File: config.mk
export PLATFORM = sky130hd
export DESIGN_NAME = ogru_front
export DESIGN_NICKNAME = d
export VERILOG_FILES = /design/src/sv/ogru_pkg.sv /design/src/sv/ogru_front.sv
export VERILOG_INCLUDE_DIRS = /design/src /design/src/sv
export SDC_FILE = /design/constraint.sdc
export NUM_CORES = 1
export LEC_CHECK = 0
export BUFFER_PORTS_ARGS = -buffer_cell sky130_fd_sc_hd__buf_2
export CAP_MARGIN = 15
export CORE_ASPECT_RATIO = 0.75
export CORE_MARGIN = 5
export CORE_UTILIZATION = 55
export CTS_CLUSTER_SIZE = 14
export DETAILED_ROUTE_END_ITERATION = 6
export GPL_TIMING_DRIVEN = 0
export PLACE_DENSITY = 0.89
export SYNTH_ARGS = -nofsm -noshare
export SYNTH_HDL_FRONTEND = slang
export SYNTH_SLANG_ARGS = --single-unit
File: constraint.sdc
create_clock -name i_clk -period 8.9 [get_ports i_clk]
set_clock_uncertainty 0.15 [all_clocks]
set_input_delay 1.78 -clock i_clk [delete_from_list [all_inputs] [get_ports i_clk]]
set_output_delay 1.78 -clock i_clk [all_outputs]
set_load 0.1 [all_outputs]
File: src/sv/occupancy_grid_ray_update_assert.svh
// assertion macros for the occupancy grid ray update block
`ifndef OCCUPANCY_GRID_RAY_UPDATE_ASSERT_SVH
`define OCCUPANCY_GRID_RAY_UPDATE_ASSERT_SVH

// condition holds in every cycle out of reset
`define OGR_ASSERT_ALWAYS(label, clk, rst_n, cond, msg) \
    label: assert property (@(posedge clk) disable iff (!rst_n) (cond)) \
        else $error(msg);

// antecedent implies consequent in the next cycle
`define OGR_ASSERT_NEXT(label, clk, rst_n, ante, cons, msg) \
    label: assert property (@(posedge clk) disable iff (!rst_n) (ante) |=> (cons)) \
        else $error(msg);

`endif

File: src/sv/ogru_pkg.sv
// ----------------------------------------------------------------------------
// ogru_pkg
// shared types and codes of the occupancy grid ray update block
// ----------------------------------------------------------------------------
package ogru_pkg;

    localparam int CFG_IDX_W = 3;
    localparam int CFG_DATA_W = 16;
    localparam int COORD_W = 10;

    localparam logic [CFG_IDX_W-1:0] REG_MAP_WIDTH = 3'd0;
    localparam logic [CFG_IDX_W-1:0] REG_MAP_HEIGHT = 3'd1;
    localparam logic [CFG_IDX_W-1:0] REG_FREE_INC = 3'd2;
    localparam logic [CFG_IDX_W-1:0] REG_OCC_INC = 3'd3;
    localparam logic [CFG_IDX_W-1:0] REG_PRIOR = 3'd4;

    localparam logic [1:0] ST_APPLIED = 2'd0;
    localparam logic [1:0] ST_READ = 2'd1;
    localparam logic [1:0] ST_OFF_MAP = 2'd2;

    // classified job from front to back
    typedef struct packed {
        logic                      is_read;
        logic                      skip;
        logic signed [COORD_W:0]   sx;
        logic signed [COORD_W:0]   sy;
        logic signed [COORD_W:0]   ex;
        logic signed [COORD_W:0]   ey;
    } t_job;

    typedef enum logic [2:0] {
        S_CLEAR,
        S_IDLE,
        S_SETUP,
        S_READ,
        S_RMW,
        S_WRITE,
        S_DONE
    } t_state;

endpackage

File: src/sv/ogru_front.sv
// ----------------------------------------------------------------------------
// ogru_front
// accepts transactions, checks cells against the map and queues jobs
// ----------------------------------------------------------------------------
`include "occupancy_grid_ray_update_assert.svh"
module ogru_front #(
    parameter int DIM_W = 9,
    parameter int QDEPTH_W = 1
) (
    input  logic                          i_clk,
    input  logic                          i_rst_n,
    input  logic                          i_push,
    output logic                          o_full,
    input  logic                          i_kind,
    input  logic signed [9:0]             i_sx,
    input  logic signed [9:0]             i_sy,
    input  logic signed [9:0]             i_ex,
    input  logic signed [9:0]             i_ey,
    input  logic [DIM_W-1:0]              i_eff_w,
    input  logic [DIM_W-1:0]              i_eff_h,
    output logic                          o_job_valid,
    output ogru_pkg::t_job                o_job,
    input  logic                          i_job_take
);
    import ogru_pkg::*;

    localparam int QD = 1 << QDEPTH_W;
    localparam int CMP_W = (DIM_W > 9) ? DIM_W + 1 : 10;

    t_job                r_q [QD];
    logic [QDEPTH_W-1:0] r_wp, r_rp;
    logic [QDEPTH_W:0]   r_cnt;
    logic                w_push, w_pop;
    logic                w_s_on, w_e_on;
    t_job                w_job;

    function automatic logic on_map(input logic signed [9:0] x, input logic signed [9:0] y,
                                    input logic [DIM_W-1:0] w, input logic [DIM_W-1:0] h);
        logic ok;
        ok = !x[9] && !y[9];
        if (CMP_W'(x[8:0]) >= CMP_W'(w)) ok = 1'b0;
        if (CMP_W'(y[8:0]) >= CMP_W'(h)) ok = 1'b0;
        return ok;
    endfunction

    assign w_s_on = on_map(i_sx, i_sy, i_eff_w, i_eff_h);
    assign w_e_on = on_map(i_ex, i_ey, i_eff_w, i_eff_h);

    always_comb begin
        w_job.is_read = i_kind;
        w_job.skip = i_kind ? !w_s_on : !(w_s_on && w_e_on);
        w_job.sx = {i_sx[9], i_sx};
        w_job.sy = {i_sy[9], i_sy};
        w_job.ex = {i_ex[9], i_ex};
        w_job.ey = {i_ey[9], i_ey};
    end

    assign o_full = (r_cnt == (QDEPTH_W+1)'(QD));
    assign w_push = i_push && !o_full;
    assign o_job_valid = (r_cnt != '0);
    assign w_pop = o_job_valid && i_job_take;
    assign o_job = r_q[r_rp];

    always_ff @(posedge i_clk) begin
        if (w_push) r_q[r_wp] <= w_job;
    end

    always_ff @(posedge i_clk) begin
        if (!i_rst_n) begin
            r_wp <= '0;
            r_rp <= '0;
            r_cnt <= '0;
        end else begin
            if (w_push) r_wp <= r_wp + 1'b1;
            if (w_pop) r_rp <= r_rp + 1'b1;
            r_cnt <= r_cnt + (QDEPTH_W+1)'(w_push) - (QDEPTH_W+1)'(w_pop);
        end
    end

    `OGR_ASSERT_ALWAYS(a_cnt_range, i_clk, i_rst_n, r_cnt <= (QDEPTH_W+1)'(QD),
        "job queue overfilled")
    `OGR_ASSERT_NEXT(a_full_hold, i_clk, i_rst_n, o_full && !i_job_take, o_full,
        "full dropped without a pop")
    `OGR_ASSERT_ALWAYS(a_ptr_sync, i_clk, i_rst_n,
        (r_cnt == '0 || r_cnt == (QDEPTH_W+1)'(QD)) ? (r_wp == r_rp) : (r_wp != r_rp),
        "queue pointers disagree with count")

endmodule

==> flow_metrics.tcl, run 1 <==
set metrics [dict create \
    drive_gt1_frac 0.347 \
    vias_per_cell 5.19 \
    grt_pass1_vias 2794 \
    cts_made_buffers 9 \
    final_antenna_net_count 0 \
    hpwl_um 6780 \
    grt_first_pass_wirelength_um 13500 \
    place_ws_ns 4.83 \
    whs_endpoint "r_rp" \
    p_sw_frac 0.489 \
    layout_common_cells "buf_2 (110), edfxtp_1 (84), mux2_1 (40)" \
    crit_path_start_kind "flip-flop" \
    fin_tns_setup_ns 0 \
    period_share 0.476 \
    crit_chain "clkbuf_1 > buf_1 > mux2_1 > buf_4 > buf_2" \
    worstHoldPathType "reg -> reg" \
    min_period_ns 4.23 \
    instances_no_fill 496 \
    pwr-share-seq 0.332 \
    dieArea_um2 9290 \
    synth_top_cell_by_area "edfxtp_1" \
    synth_cells 267 \
    maxSlewViolCount 0 \
    wl_per_cell_um 17.5 \
    synthDistinctLibCells 35 \
    clk_pin_slew_ns 0.09 \
    die_y_um 84.7 \
    cts_root_buf "clkbuf_8" \
    vias 2576 \
    dp.cells 480 \
    crit_path_max_incr_delay_ns 0.58 \
    postCtsSetupBuffers 0 \
    synth_warnings 0 \
    grt_max_degree 29 \
    antenna_found_initial 0 \
    finalNetCount 491 \
    syn-num-nets 368 \
    syn_area_per_cell_um2 15.3 \
    fp-row-count 27 \
    seq_area_frac_synth 0.641 \
    worstSkewPairLatency_ns 0.35 \
    worstRegToRegCells 8 \
    io_buffers 110 \
    post_cts_resized 0 \
    synth_top_area_share 0.616 \
    max_slew_margin 0.529 \
    die_w_um 110 \
    area_growth_pct 23.2 \
    ctsHoldBuffers 0 \
    peakVddDrop_mv 0.257 \
    rrSetupSlack_ns 6.91 \
    rsz0062_at_grt "no" \
    clk_path_buf_depth 2 \
    diodes 0 \
    hold_viol 0 \
    htreeDepth 3 \
    ios 111 \
    worst-path-buf-inv 4 \
    clkPwrFrac 0.191 \
    fmaxAchievable_ghz 0.236 \
    power_density_nw_per_um2 318 \
    clock_sinks 89 \
    cts_tree "built" \
    grt_overflow 0 \
    critPathRequiredTime_ns 6.97 \
    status "finished, final reports clean" \
    p_int_mw 0.819 \
    maxCapViolCount 0 \
    synth-edff-count 84 \
    place_congestion 0.774 \
    drtIter0Drc 93 \
    drc 0 \
    r2r-start "r_cnt[1]" \
    grt_use_total 0.194 \
    hold_start "r_rp" \
    path_delay_family "buffers and inverters" \
    finalPower_mw 1.60 \
    combPwrFrac 0.476 \
    crit_arrival_ns 2.30 \
    tightestPinTransition_ns 0.706 \
    synth_ff_type "edfxtp_1" \
    cp_slowest_cell "buf_1" \
    reg2reg_to "r_cnt[1]" \
    synth_seq_cells 89 \
    async_flop_share 0 \
    placeableCoreArea_um2 7300 \
    final_common_cell "buf_2" \
    wirelength_um 8690 \
    start_util 0.561 \
    drt_pass1_iterations 4 \
    switchingPower_mw 0.783 \
    cp_max_fo 10 \
    setup_violations 0 \
    hold_slack_ns 0.447 \
    critPathCaptureType "output pin" \
    p_leak_nw 2.13 \
    worst_slack_ns 4.67 \
    synth.cell_area_um2 4090 \
    worstSetupPathType "reg -> out" \
    synth_area_leaders "edfxtp_1 (62%), ha_1 (12%), mux2_1 (11%)" \
    holdPathStages 2 \
]
-- flip-flops by register name (all words and copies together), names as in the netlist, named ones only --
| register | flops |
|---|---|
| r_cnt | 2 |
| r_rp | 1 |
| r_q | 84 |
| r_wp | 1 |
-- stage by stage --
step / cell area, um^2 / utilization
2_1_floorplan: 4090 / -
3_3_place_gp: 4770 / 0.654
3_5_place_dp: 4820 / 0.660
4_1_cts: 5040 / 0.691
5_1_grt: 5040 / 0.691
6_report: 5040 / 0.691
-- power by group through the flow --
stage                     Sequential, mW  Clock, mW  Combinational (mW)
after floorplan                    0.539          0               0.632
after global placement             0.542          0               0.745
after detailed placement           0.542          0               0.768
after CTS                          0.533      0.312               0.771
after global routing               0.536      0.331               0.796
final                              0.532      0.306               0.763
-- Yosys cell counts (all sizes together) (2+ instances only) --
library cell,number
dfxtp,5
nor2,5
buf,8
mux2,42
edfxtp,84
nor2b,4
and2,5
ha,38
a21oi,11
xnor2,3
inv,23
o21ai,7
nand3,4
nand2,10
o31ai,2
-- worst max-delay path by stage --
stage	start	to	slack (ns)	depth (start not counted)
floorplan	i_push	r_q[0][0]	4.66	2
global placement	i_push	r_q[0][38]	3.63	3
detailed placement	i_sx[8]	r_q[1][44]	4.83	7
CTS	flip-flop	o_job[21]	4.60	5
global route	flip-flop	o_job[21]	4.53	5
finish	flip-flop	o_job[21]	4.67	5
-- routing by layer --
| layer | GRT usage | routed length, um | vias up |
|---|---|---|---|
| met3 | 0.0553 | 613 | 11 |
| met2 | 0.343 | 4510 | 91 |
| met4 | 0.0578 | 105 | 0 |
| met5 | 0 | 0 | - |
| li1 | - | - | 1243 |
| met1 | 0.227 | 3460 | 1231 |
-- worst register-to-register path: cells and delay by family, from the launching register on --
family                     cells  cell delay [ns]
and+or+nand+nor                3             0.58
adders and majority gates      2             0.46
xor gates and xnor gates       2             0.32
DFF                            1             0.34
buffers and inverters          1             0.04
-- cell families after synthesis --
group                    after synthesis  synth area share
flip-flops                            89             0.641
AO/OA/AOI/OAI                         27            0.0422
AND/OR/NAND/NOR                       36            0.0462
multiplexers                          42             0.116
XOR/XNOR                               3           0.00642
adder cells (fa/ha/maj)               38             0.116
buffers and inverters                 32            0.0330
-- final cells by class --
class / instances / area [um^2]
sequential: 89 / 2620
clock inverter: 7 / 98.8
inverter: 23 / 86.3
tap: 101 / 126
timing repair buffer: 112 / 591
multi-input combinational: 146 / 1350
buffer: 9 / 48.8
fill: 545 / 2250
clock buffer: 9 / 124
Note: power is estimated with default switching activity, not from simulation.
==> run 2, diff against run 1 <==
--- a/config.mk
+++ b/config.mk
@@ -6,15 +6,16 @@
 export SDC_FILE = /design/constraint.sdc
 export NUM_CORES = 1
 export LEC_CHECK = 0
+export ABC_AREA = 1
 export BUFFER_PORTS_ARGS = -buffer_cell sky130_fd_sc_hd__buf_2
 export CAP_MARGIN = 15
 export CORE_ASPECT_RATIO = 0.75
 export CORE_MARGIN = 5
-export CORE_UTILIZATION = 55
+export CORE_UTILIZATION = 53
 export CTS_CLUSTER_SIZE = 14
 export DETAILED_ROUTE_END_ITERATION = 6
 export GPL_TIMING_DRIVEN = 0
-export PLACE_DENSITY = 0.89
+export PLACE_DENSITY = 0.86
 export SYNTH_ARGS = -nofsm -noshare
 export SYNTH_HDL_FRONTEND = slang
 export SYNTH_SLANG_ARGS = --single-unit
==> constraint.sdc (replaced) <==
create_clock -name i_clk -period 4.1 [get_ports i_clk]
set_clock_uncertainty 0.15 [all_clocks]
set_input_delay 0.82 -clock i_clk [delete_from_list [all_inputs] [get_ports i_clk]]
set_output_delay 0.82 -clock i_clk [all_outputs]
set_load 0.1 [all_outputs]
==> run 2 against run 1 <==
  * Non-clock buffer count unchanged
  * Die area up 11%
  * Register-to-register slack worse by 4.7 ns
  * Largest power group unchanged
  * Hold slack worse by 0.11 ns
  * Wire length up 1.4%
  * Utilization down 4.1 points
  * Cell count up 11%
  * Clock power up 100%
  * Final area up 7.1%
  * Total power up 130%
  * Setup slack worse by 3.3 ns
  * Synthesized cell count up 19%
  * Largest cell class unchanged
==> flow_metrics.tcl, run 2 <==
set metrics [dict create \
    ios 111 \
    grt_max_degree 23 \
    syn_area_per_cell_um2 14.0 \
    worst_slack_ns 1.40 \
    synth_area_leaders "edfxtp_1 (57%), mux2_4 (13%), ha_1 (11%)" \
    wl_met2_um 4450 \
    vias 2727 \
    synthDistinctLibCells 24 \
    finalPower_mw 3.73 \
    instances_no_fill 552 \
    die_y_um 89.4 \
    die_w_um 116 \
    worstHoldPathType "reg -> reg" \
    crit_chain "buf_6 > buf_12 > mux2_4 > buf_4 > buf_2" \
    drtIter0Drc 44 \
    worstSkewPairLatency_ns 0.34 \
    synth.most_common_cell "edfxtp_1" \
    cts_made_buffers 9 \
    crit_path_max_incr_delay_ns 0.34 \
    hold_viol 0 \
    wirelength_um 8810 \
    drc 0 \
    cp_slowest_cell "dfxtp_1" \
    setup_violations 0 \
    cp_max_fo 10 \
    cts_root_buf "clkbuf_8" \
    clkPwrFrac 0.168 \
    tightestPinTransition_ns 0.690 \
    grt_use_total 0.177 \
    diodes 0 \
    switchingPower_mw 1.78 \
    wl_per_cell_um 16.0 \
    wirelength_met1_um 3770 \
    p_leak_nw 2.43 \
    rsz0062_at_grt "no" \
    htreeDepth 3 \
    synth_warnings 0 \
    postCtsSetupBuffers 0 \
    hpwl_um 6860 \
    pwr-share-seq 0.320 \
    synth.cell_area_um2 4450 \
    final_common_cell "buf_2" \
    period_share 0.658 \
    start_util 0.536 \
    cts_tree "built" \
    layout_common_cells "buf_2 (110), edfxtp_1 (84), nand2_1 (47)" \
    clk_path_buf_depth 2 \
    synth-edff-count 84 \
    clock_sinks 89 \
    status "finished, final reports clean" \
    top_layer "met4" \
    top_register "r_q" \
    synth_top_cell_by_area "edfxtp_1" \
    async_flop_share 0 \
    synth_top_area_share 0.567 \
    fp-row-count 29 \
    grt_first_pass_wirelength_um 13700 \
    drive_gt1_frac 0.414 \
    placeableCoreArea_um2 8310 \
    p_sw_frac 0.478 \
    dieArea_um2 10400 \
    final_antenna_net_count 0 \
    synth_seq_cells 89 \
    place_congestion 0.808 \
    vias_per_cell 4.94 \
    critPathCaptureType "output pin" \
    crit_arrival_ns 1.73 \
    p_int_mw 1.95 \
    grt_pass1_vias 2835 \
    power_density_nw_per_um2 691 \
    synthTopCellsByCount "edfxtp_1 (84), nand2_1 (47), mux2_4 (40)" \
    largest_reg_flops 84 \
    clk_pin_slew_ns 0.08 \
    seq_area_frac_synth 0.589 \
    area_growth_pct 21.3 \
    maxSlewViolCount 0 \
    critPathRequiredTime_ns 3.13 \
    synth_ff_type "edfxtp_1" \
    synth_cells 317 \
    max_slew_margin 0.539 \
    antenna_found_initial 0 \
    n_fill_cell 639 \
    post_cts_resized 0 \
    min_period_ns 2.70 \
    place_ws_ns 1.70 \
    finalNetCount 541 \
    io_buffers 110 \
    maxCapViolCount 0 \
    worstSetupPathType "reg -> out" \
    fmaxAchievable_ghz 0.370 \
    peakVddDrop_mv 0.677 \
    crit_path_start_kind "flip-flop" \
    syn-num-nets 418 \
    combPwrFrac 0.512 \
    drt_pass1_iterations 4 \
    reg_top3 "r_q: 84 flops, r_cnt: 2 flops" \
    ctsHoldBuffers 0 \
    dr_wl_met3_um 540 \
    grt_overflow 0 \
    dp.cells 537 \
]
## run 2: cell types whose count changed in the layout (fill, tap and decap cells not counted), sizes merged, moves of 5 or more
cell and change:
nand4 +5, inv +13, and2 -5, a21oi +5
nand2 +37, nor2 +10
## run 2: through the flow
stage / hold slack [ns] / util / instance area (um^2) / TNS [ns]
floorplan: 0.297 / - / 4450 / 0
global placement: 0.310 / 0.618 / 5140 / -23.85
detailed placement: 0.317 / 0.625 / 5190 / 0
CTS: 0.337 / 0.650 / 5400 / 0
global route: 0.364 / 0.650 / 5400 / 0
finish: 0.337 / 0.650 / 5400 / 0
## run 2: kinds of logic after synthesis
family,count (synthesis),synth area share
xor+xnor,1,0.00197
simple gates,75,0.0711
flops,89,0.589
compound gates,24,0.0309
fa+ha+maj,38,0.107
mux,42,0.140
buf+inv,48,0.0601
## run 2: critical path, delay by kind of cell (launching register included)
family	cells	cell delay (ns)
flops	1	0.34
buf+inv	4	0.72
mux	1	0.31
## run 2: area by class of cell
cell class / count / area, um^2 / share of cell area
buffer: 9 / 121 / 0.0225
clock buffer: 9 / 124 / 0.0229
clock inverter: 6 / 83.8 / 0.0155
inverter: 39 / 146 / 0.0271
multi-input combinational: 180 / 1580 / 0.292
sequential: 89 / 2620 / 0.486
tap: 108 / 135 / 0.0250
timing repair buffer: 112 / 591 / 0.109
## run 2: path summary, 6_finish.rpt
path / from / endpoint / cells after the start / slack (ns)
setup / recovery: flip-flop / o_job[32] / 5 / 1.40
hold reg to reg: r_rp / flip-flop / 1 / 0.34
hold / removal: r_rp / flip-flop / 1 / 0.34
setup reg to reg: r_cnt[1] / r_q[1][16] / 4 / 2.25
## run 2: metal layers
layer | vias to the layer above | track usage
met3 | 6 | 0.0480
met1 | 1279 | 0.214
met4 | 0 | 0.0453
met5 | - | 0
met2 | 74 | 0.318
li1 | 1368 | -
## run 2: power by group through the flow
| stage | Combinational [mW] | Clock (mW) | Sequential [mW] |
|---|---|---|---|
| floorplan | 1.64 | 0 | 1.21 |
| global placement | 1.87 | 0 | 1.22 |
| detailed placement | 1.92 | 0 | 1.22 |
| CTS | 1.93 | 0.642 | 1.20 |
| global route | 1.99 | 0.687 | 1.21 |
| finish | 1.91 | 0.627 | 1.20 |
